--- src/rtl/core/tws_pkg.sv ---
// Shared constants for the three-wire serial byte master.
`timescale 1ns / 1ps

package tws_pkg;

  // Width of the phase timer and the half period register.
  localparam int TIMER_WIDTH = 10;
  localparam int HP_WIDTH    = 10;
  localparam int CMP_WIDTH   = ((TIMER_WIDTH > HP_WIDTH) ? TIMER_WIDTH : HP_WIDTH) + 1;

  localparam logic [TIMER_WIDTH-1:0] TIMER_MAX = {TIMER_WIDTH{1'b1}};
  localparam logic [HP_WIDTH-1:0]    HP_RESET  = HP_WIDTH'(100);
  localparam logic [HP_WIDTH-1:0]    HP_ONE    = HP_WIDTH'(1);

  // Configuration port.
  localparam int PADDR_WIDTH = 3;
  localparam logic [PADDR_WIDTH-1:0] ADDR_HALF_PERIOD = '0;

  // Sequencer phases.
  localparam int PH_WIDTH = 3;
  localparam logic [PH_WIDTH-1:0] PH_IDLE    = 3'd0;
  localparam logic [PH_WIDTH-1:0] PH_ADDR_LO = 3'd1;
  localparam logic [PH_WIDTH-1:0] PH_ADDR_HI = 3'd2;
  localparam logic [PH_WIDTH-1:0] PH_WR_LO   = 3'd3;
  localparam logic [PH_WIDTH-1:0] PH_WR_HI   = 3'd4;
  localparam logic [PH_WIDTH-1:0] PH_TURN    = 3'd5;
  localparam logic [PH_WIDTH-1:0] PH_RD_LO   = 3'd6;
  localparam logic [PH_WIDTH-1:0] PH_RD_HI   = 3'd7;

  localparam logic [2:0] LAST_BIT = 3'd7;

  // Levels of the serial pins.
  typedef struct packed {
    logic ce;
    logic clk;
    logic dout;
    logic drive;
  } pins_t;

  localparam pins_t PINS_IDLE = '{ce: 1'b0, clk: 1'b0, dout: 1'b0, drive: 1'b1};

endpackage

--- src/rtl/core/three_wire_serial_byte_master.sv ---
// Top level of the three-wire serial byte master: sequencer, config register, result register.
`timescale 1ns / 1ps

// Channel   Direction  Handshake            Payload
// in_       input      in_valid / in_stall   start_req, opcode, address, write_data, dio_in
// out_      output     out_valid / out_stall chip_enable, serial_clock, dio_out, dio_drive,
//                                            busy_res, done_res, read_data
// cfg       APB        psel/penable/pready   half_period at byte address 0
//
// Each input transfer is one tick of the serial sequencer and yields exactly one result
// transfer. The sequencer state and the result register both update at the edge that
// accepts the tick, so the block sustains one transfer per clock cycle; the single result
// register is the only thing that can hold it back.
// The input is stalled only while the result register is full and the output is stalled.
// Reset (rst_n low, synchronous) returns the sequencer to idle with chip enable low, clock
// low and the data pin driven low, and loads a half period of 100 ticks.
// Stalls on either side never drop, repeat or reorder results, because the sequencer only
// advances on an accepted input transfer.

module three_wire_serial_byte_master (
  input  logic                              clk,
  input  logic                              rst_n,

  input  logic                              in_valid,
  output logic                              in_stall,
  input  logic                              in_start_req,
  input  logic                              in_opcode,
  input  logic [7:0]                        in_address,
  input  logic [7:0]                        in_write_data,
  input  logic                              in_dio_in,

  output logic                              out_valid,
  input  logic                              out_stall,
  output logic                              out_chip_enable,
  output logic                              out_serial_clock,
  output logic                              out_dio_out,
  output logic                              out_dio_drive,
  output logic                              out_busy_res,
  output logic                              out_done_res,
  output logic [7:0]                        out_read_data,

  input  logic                              psel,
  input  logic                              penable,
  input  logic                              pwrite,
  input  logic [tws_pkg::PADDR_WIDTH-1:0]   paddr,
  input  logic [31:0]                       pwdata,
  output logic [31:0]                       prdata,
  output logic                              pready
);

  // Configuration register.
  logic [tws_pkg::HP_WIDTH-1:0] half_period_r;
  logic                         cfg_wr;

  // Sequencer state.
  logic [tws_pkg::PH_WIDTH-1:0]    phase_r,  phase_nxt;
  logic [2:0]                      bit_r,    bit_nxt;
  logic [7:0]                      addr_r,   addr_nxt;
  logic [7:0]                      data_r,   data_nxt;
  logic [tws_pkg::TIMER_WIDTH-1:0] timer_r,  timer_nxt;
  logic                            rmode_r,  rmode_nxt;
  tws_pkg::pins_t                  pins_r,   pins_nxt;
  logic [7:0]                      held_r,   held_nxt;
  logic                            done_nxt;

  // Result register.
  logic       out_valid_r;
  logic       out_ce_r, out_clk_r, out_dout_r, out_drive_r, out_busy_r, out_done_r;
  logic [7:0] out_rdata_r;

  logic                             accept;
  logic [tws_pkg::HP_WIDTH-1:0]     hp_eff;
  logic [tws_pkg::CMP_WIDTH-1:0]    timer_inc;
  logic [tws_pkg::CMP_WIDTH-1:0]    hp_ext;
  logic                             keep_phase;
  logic [2:0]                       bit_inc;

  // ---------------------------------------------------------------------------------------
  // Configuration port. A write lands in the access cycle; reads of address 0 return the register, others read zero.
  // ---------------------------------------------------------------------------------------
  assign pready = 1'b1;
  assign cfg_wr = psel && penable && pwrite && pready && (paddr == tws_pkg::ADDR_HALF_PERIOD);

  always_ff @(posedge clk) begin
    if (!rst_n) begin
      half_period_r <= tws_pkg::HP_RESET;
    end else if (cfg_wr) begin
      half_period_r <= pwdata[tws_pkg::HP_WIDTH-1:0];
    end
  end

  always_comb begin
    prdata = '0;
    if (paddr == tws_pkg::ADDR_HALF_PERIOD) begin
      prdata = 32'(half_period_r);
    end
  end

  // ---------------------------------------------------------------------------------------
  // Handshake. The result register frees up in the same cycle it is drained.
  // ---------------------------------------------------------------------------------------
  assign in_stall = out_valid_r && out_stall;
  assign accept   = in_valid && !in_stall;

  // ---------------------------------------------------------------------------------------
  // Phase timing. A zero half period counts as one tick, and a phase also ends when the
  // timer saturates.
  // ---------------------------------------------------------------------------------------
  assign hp_eff     = (half_period_r == '0) ? tws_pkg::HP_ONE : half_period_r;
  assign timer_inc  = tws_pkg::CMP_WIDTH'(timer_r) + tws_pkg::CMP_WIDTH'(1);
  assign hp_ext     = tws_pkg::CMP_WIDTH'(hp_eff);
  assign keep_phase = (timer_inc < hp_ext) && (timer_r != tws_pkg::TIMER_MAX);
  assign bit_inc    = bit_r + 3'd1;

  // ---------------------------------------------------------------------------------------
  // Sequencer next state for one tick.
  // ---------------------------------------------------------------------------------------
  always_comb begin
    phase_nxt = phase_r;
    bit_nxt   = bit_r;
    addr_nxt  = addr_r;
    data_nxt  = data_r;
    timer_nxt = timer_r;
    rmode_nxt = rmode_r;
    pins_nxt  = pins_r;
    held_nxt  = held_r;
    done_nxt  = 1'b0;

    if (phase_r == tws_pkg::PH_IDLE) begin
      // A start is honored only here, so starts during a transfer are dropped.
      if (in_start_req) begin
        addr_nxt       = in_address;
        data_nxt       = in_write_data;
        rmode_nxt      = in_opcode;
        bit_nxt        = '0;
        timer_nxt      = '0;
        phase_nxt      = tws_pkg::PH_ADDR_LO;
        pins_nxt.ce    = 1'b1;
        pins_nxt.clk   = 1'b0;
        pins_nxt.drive = 1'b1;
        pins_nxt.dout  = in_address[0];
      end
    end else if (keep_phase) begin
      timer_nxt = timer_r + tws_pkg::TIMER_WIDTH'(1);
    end else begin
      timer_nxt = '0;
      case (phase_r)
        tws_pkg::PH_ADDR_LO: begin
          phase_nxt    = tws_pkg::PH_ADDR_HI;
          pins_nxt.clk = 1'b1;
        end
        tws_pkg::PH_ADDR_HI: begin
          if (bit_r != tws_pkg::LAST_BIT) begin
            bit_nxt       = bit_inc;
            phase_nxt     = tws_pkg::PH_ADDR_LO;
            pins_nxt.clk  = 1'b0;
            pins_nxt.dout = addr_r[bit_inc];
          end else begin
            bit_nxt = '0;
            if (rmode_r) begin
              // Release the line and hold the clock high for the turnaround.
              phase_nxt      = tws_pkg::PH_TURN;
              pins_nxt.drive = 1'b0;
              pins_nxt.dout  = 1'b0;
            end else begin
              phase_nxt     = tws_pkg::PH_WR_LO;
              pins_nxt.clk  = 1'b0;
              pins_nxt.dout = data_r[0];
            end
          end
        end
        tws_pkg::PH_WR_LO: begin
          phase_nxt    = tws_pkg::PH_WR_HI;
          pins_nxt.clk = 1'b1;
        end
        tws_pkg::PH_WR_HI: begin
          if (bit_r != tws_pkg::LAST_BIT) begin
            bit_nxt       = bit_inc;
            phase_nxt     = tws_pkg::PH_WR_LO;
            pins_nxt.dout = data_r[bit_inc];
          end else begin
            phase_nxt = tws_pkg::PH_TURN;
          end
          pins_nxt.clk = 1'b0;
        end
        tws_pkg::PH_TURN: begin
          if (rmode_r) begin
            phase_nxt    = tws_pkg::PH_RD_LO;
            bit_nxt      = '0;
            data_nxt     = '0;
            pins_nxt.clk = 1'b0;
          end else begin
            phase_nxt = tws_pkg::PH_IDLE;
            bit_nxt   = '0;
            pins_nxt  = tws_pkg::PINS_IDLE;
            done_nxt  = 1'b1;
          end
        end
        tws_pkg::PH_RD_LO: begin
          // The data pin is sampled on the last tick of the clock-low phase.
          data_nxt        = data_r;
          data_nxt[bit_r] = data_r[bit_r] | in_dio_in;
          if (bit_r != tws_pkg::LAST_BIT) begin
            phase_nxt    = tws_pkg::PH_RD_HI;
            pins_nxt.clk = 1'b1;
          end else begin
            held_nxt  = data_nxt;
            phase_nxt = tws_pkg::PH_IDLE;
            bit_nxt   = '0;
            pins_nxt  = tws_pkg::PINS_IDLE;
            done_nxt  = 1'b1;
          end
        end
        tws_pkg::PH_RD_HI: begin
          bit_nxt      = bit_inc;
          phase_nxt    = tws_pkg::PH_RD_LO;
          pins_nxt.clk = 1'b0;
        end
        default: begin
          phase_nxt = tws_pkg::PH_IDLE;
          bit_nxt   = '0;
          pins_nxt  = tws_pkg::PINS_IDLE;
        end
      endcase
    end
  end

  // Sequencer state advances only on an accepted tick.
  always_ff @(posedge clk) begin
    if (!rst_n) begin
      phase_r <= tws_pkg::PH_IDLE;
      bit_r   <= '0;
      addr_r  <= '0;
      data_r  <= '0;
      timer_r <= '0;
      rmode_r <= 1'b0;
      pins_r  <= tws_pkg::PINS_IDLE;
      held_r  <= '0;
    end else if (accept) begin
      phase_r <= phase_nxt;
      bit_r   <= bit_nxt;
      addr_r  <= addr_nxt;
      data_r  <= data_nxt;
      timer_r <= timer_nxt;
      rmode_r <= rmode_nxt;
      pins_r  <= pins_nxt;
      held_r  <= held_nxt;
    end
  end

  // ---------------------------------------------------------------------------------------
  // Result register: the pin levels after this tick, busy, the done pulse and the held byte.
  // ---------------------------------------------------------------------------------------
  always_ff @(posedge clk) begin
    if (!rst_n) begin
      out_valid_r <= 1'b0;
    end else if (accept) begin
      out_valid_r <= 1'b1;
    end else if (!out_stall) begin
      out_valid_r <= 1'b0;
    end
  end

  always_ff @(posedge clk) begin
    if (accept) begin
      out_ce_r    <= pins_nxt.ce;
      out_clk_r   <= pins_nxt.clk;
      out_dout_r  <= pins_nxt.dout && pins_nxt.drive;
      out_drive_r <= pins_nxt.drive;
      out_busy_r  <= (phase_nxt != tws_pkg::PH_IDLE);
      out_done_r  <= done_nxt;
      out_rdata_r <= held_nxt;
    end
  end

  assign out_valid        = out_valid_r;
  assign out_chip_enable  = out_ce_r;
  assign out_serial_clock = out_clk_r;
  assign out_dio_out      = out_dout_r;
  assign out_dio_drive    = out_drive_r;
  assign out_busy_res     = out_busy_r;
  assign out_done_res     = out_done_r;
  assign out_read_data    = out_rdata_r;

  // ---------------------------------------------------------------------------------------
  // Assertions.
  // ---------------------------------------------------------------------------------------

  // A finishing transfer leaves the bus idle.
  a_done_idle: assert property (@(posedge clk) disable iff (!rst_n)
    (out_valid_r && out_done_r) |-> (!out_ce_r && !out_busy_r && !out_clk_r))
    else $error("done reported while the bus is not idle");

  // A released data line never shows a driven level.
  a_release_low: assert property (@(posedge clk) disable iff (!rst_n)
    (out_valid_r && !out_drive_r) |-> !out_dout_r)
    else $error("data level reported while the line is released");

  // The idle sequencer holds the idle pin levels.
  a_idle_pins: assert property (@(posedge clk) disable iff (!rst_n)
    (phase_r == tws_pkg::PH_IDLE) |-> (!pins_r.ce && !pins_r.clk && pins_r.drive))
    else $error("idle sequencer with active pins");

  // Chip enable is high exactly while a transfer is in progress.
  a_ce_busy: assert property (@(posedge clk) disable iff (!rst_n)
    out_valid_r |-> (out_ce_r == out_busy_r))
    else $error("chip enable and busy disagree");

endmodule
--- config.mk ---
export PLATFORM = sky130hd
export DESIGN_NAME = three_wire_serial_byte_master
export DESIGN_NICKNAME = d
export VERILOG_FILES = /design/src/rtl/core/tws_pkg.sv /design/src/rtl/core/three_wire_serial_byte_master.sv
export SDC_FILE = /design/constraint.sdc
export NUM_CORES = 1
export LEC_CHECK = 0
export BUFFER_PORTS_ARGS = -buffer_cell sky130_fd_sc_hd__buf_2
export CORE_ASPECT_RATIO = 1.75
export CORE_MARGIN = 4
export CORE_UTILIZATION = 49
export DETAILED_ROUTE_END_ITERATION = 8
export GPL_ROUTABILITY_DRIVEN = 0
export GPL_TIMING_DRIVEN = 0
export PLACE_DENSITY_LB_ADDON = 0.3
export SKIP_LAST_GASP = 1
export SYNTH_ARGS = -nofsm -noshare
export SYNTH_HDL_FRONTEND = slang
export SYNTH_SLANG_ARGS = --single-unit
--- constraint.sdc ---
create_clock -name clk -period 8.65 [get_ports clk]
set_clock_uncertainty 0.2 [all_clocks]
set_input_delay 0 -clock clk [delete_from_list [all_inputs] [get_ports clk]]
set_output_delay 0 -clock clk [all_outputs]
set_load 0.05 [all_outputs]
==> out/summary.txt <==
Crit path from = timer_r[0]
Final Hold Fails = 0
Root Driver = clkbuf_16
Cell Rows = 44
Reg-to-Reg End = data_r[6]
Tcrit/Tclk final = 49.7%
Share of layout cells above drive strength 1 = 21.8%
Synthesized flop and latch total = 70
Worst Hold Class = input port to flop
Sink Count = 70
Post-synth top area cell = dfxtp_1
Critical path startpoint category = flop
Tmin final = 4.30 ns
Nets = 696
Largest net degree at the start of global routing = 24
H-tree levels = 3
Pwr dens = 163 mW/mm2
Number of CTS-inserted buffers = 9
Worst-path clk slew = 0.06 ns
1st-pass router iterations = 7
Maximum VDD drop = 0.000102 V
Yosys Warn Count = 0
Core Util, Final = 65.1%
DP HPWL = 8.46 mm
Relative slew slack = 42.4%
Cts hold-fix bufs = 35
Starting DRT DRC Count = 308
Initial antenna violation count = 0
CP Depth = 12
Die width = 77.9 um
Pre-CTS WS = 4.89 ns
WL/cell = 15.8 um
CP Cell Sequence = ha_1 -> nand3_1 -> nor2_1 -> xor2_1 -> ha_1 -> a21o_1 -> a21oi_1 -> o221ai_1 -> nor2_1 -> o21ai_1 -> a221oi_1 -> dlygate4sd3_1
Routed vias/inst = 5.53
# port buffers = 62
Capture point of the critical path = data_r[6]
Status = finished, final reports clean
Worst-path maximum fanout = 6
Setup bufs post-CTS = 0
CP Data Required Time = 8.74 ns
Global-route wire length before repair = 18.9 mm
Setup TNS = 0 ns
Post-Synthesis Cells = 494
Part of the Yosys area used for sequential elements = 36.8%
Worst Path Arrival = 4.39 ns
Area delta synth->final = 29.1%
Core area = 0.00831 mm2
Post-CTS sizing = 0
Syn Std Cell Area = 0.00419 mm2
CTS tree = done
Initial core utilization = 50.4%
Slew Viols, Final = 0
Die Footprint = 0.0102 mm2
Post-DRT Antenna Nets = 0
Leak Pwr = 0.00227 uW
RSZ-0062 raised after global routing = false
GR Util All Layers = 23.6%
Vias in the first global route = 4091
Grt ovf = 0
Top-area cell type share of the netlist area = 26.7%
CTS Buffer Depth = 2
Reg2reg start = timer_r[0]
Final Setup Violations = 0
Crit path max-delay family = compound AO/OA/AOI/OAI gates
Slew @ Worst Pin = 0.859 ns
Most frequently used flop master after synthesis = dfxtp_1
Number of max-cap violations = 0
ANT cells = 0
Largest stage delay on the critical path = 0.57 ns
Total Wirelength = 11.7 mm
Crit. End Element = flop
Average size of a mapped cell = 8.48 um2
Setup Crit Path Kind = flop to flop
Synth cell types = 67
Vias = 4111
Ys async rst share = 0%
Fin worst setup slack = 4.35 ns
Filler instances = 681
Max Freq = 233 MHz
Critical path's slowest cell = dlygate4sd3_1
Post-synth EDFFs = 14
Die height = 130 um
R2R Setup Slk = 4.35 ns
# IOs = 110
Ranking of synthesized cells by area = dfxtp_1 27%, edfxtp_1 10%, nand2_1 6.5%
FF-to-FF path depth = 12
Detailed-route DRC error count = 0
Bufs and invs on worst path = 1
Clk_lat worst skew = 0.34 ns
[cell usage after synthesis, types with 3 or more instances]
master / instances
clkbuf_1: 20
nor3_1: 9
a22o_1: 5
dfxtp_1: 56
o22ai_1: 6
inv_1: 15
xnor2_1: 5
a21oi_1: 44
buf_4: 25
mux2_2: 9
a21o_1: 6
nand2_1: 73
nand4_1: 6
o21a_1: 3
nor2b_1: 5
a211oi_1: 4
nand3_1: 14
o31ai_1: 3
nor2_1: 36
a31oi_1: 6
o221a_2: 4
mux4_2: 5
mux2i_1: 12
and2_1: 13
edfxtp_1: 14
buf_2: 4
nand2b_1: 5
xor2_1: 3
o21ai_0: 19
o211ai_1: 4
ha_1: 12
[worst register-to-register path: cells and delay by family, from the launching register on]
family,cells,cell delay [ns]
compound gates,5,1.29
xor+xnor,1,0.23
fa+ha+maj,2,0.64
buf+inv,1,0.57
flops,1,0.45
simple gates,3,0.86
[how the worst min path moves through the flow]
stage	slack [ns]	cells after the start	startpoint	end
floorplan	-0.08	1	in_valid	out_valid
global placement	0.02	2	in_valid	out_valid
detailed placement	0.03	2	in_valid	out_valid
CTS	0.007	4	penable	half_period_r[0]
global route	0.06	4	penable	half_period_r[1]
finish	0.008	4	penable	half_period_r[0]
[per-layer routing]
layer	vias to the layer above	routed length [um]	GRT usage, %
li1	1981	-	-
met3	51	577	5.32
met1	1915	4120	22.2
met4	0	559	15.0
met2	164	6490	45.3
met5	-	0	0
[cells in the final DEF, fill, tap and decap left out, types with 13 or more instances in the layout]
cell           instances
inv_1                 15
nor2_1                36
dfxtp_1               56
buf_2                 66
nand2_1               73
buf_4                 25
edfxtp_1              14
and2_1                13
clkbuf_1              20
a21oi_1               44
conb_1                23
dlygate4sd3_1         35
nand3_1               14
o21ai_0               19
[area by class of cell]
cell class | count | area (um2) | share of cell area, %
sequential | 70 | 1540 | 28.5
multi-input combinational | 377 | 2370 | 43.9
clock buffer | 12 | 289 | 5.34
tap | 115 | 144 | 2.66
buffer | 51 | 290 | 5.36
clock inverter | 4 | 47.5 | 0.879
inverter | 17 | 63.8 | 1.18
timing repair buffer | 97 | 661 | 12.2
[registers in the layout, summed over array words and instances (netlist names), 3 cells and up]
signal / flops
data_r: 8
addr_r: 8
held_r: 8
timer_r: 10
out_read_data: 8
bit_r: 3
phase_r: 3
pins_r: 4
half_period_r: 10
[report_power, final]
group	switching (uW)	internal (uW)	total, uW
Clock	141	265	406
Sequential	5.35	342	348
Combinational	82.9	43.6	127
Total	229	651	881
[logic make-up (layout without fill, tap and decap cells)]
kind of cell,after synthesis,count (layout),synth area share (%)
other,2,23,0.179
and+or+nand+nor,178,178,20.2
adders and majority gates,12,12,3.58
muxes,26,26,7.97
AOI/OAI and AO/OA,130,130,21.2
xor gates and xnor gates,8,8,1.67
DFF,70,70,36.8
buffers and inverters,68,181,8.45
[metrics by stage]
stage          power [uW]  hold slack [ns]  cell area (um2)  cells
2_1_floorplan         440          -0.0759             4270    515
3_3_place_gp          466           0.0226             4720    692
3_5_place_dp          467           0.0337             4720    692
4_1_cts               883          0.00654             5410    743
5_1_grt               907           0.0583             5410    743
6_report              881          0.00810             5410    743
No activity file was read; power rests on OpenSTA's default activity.
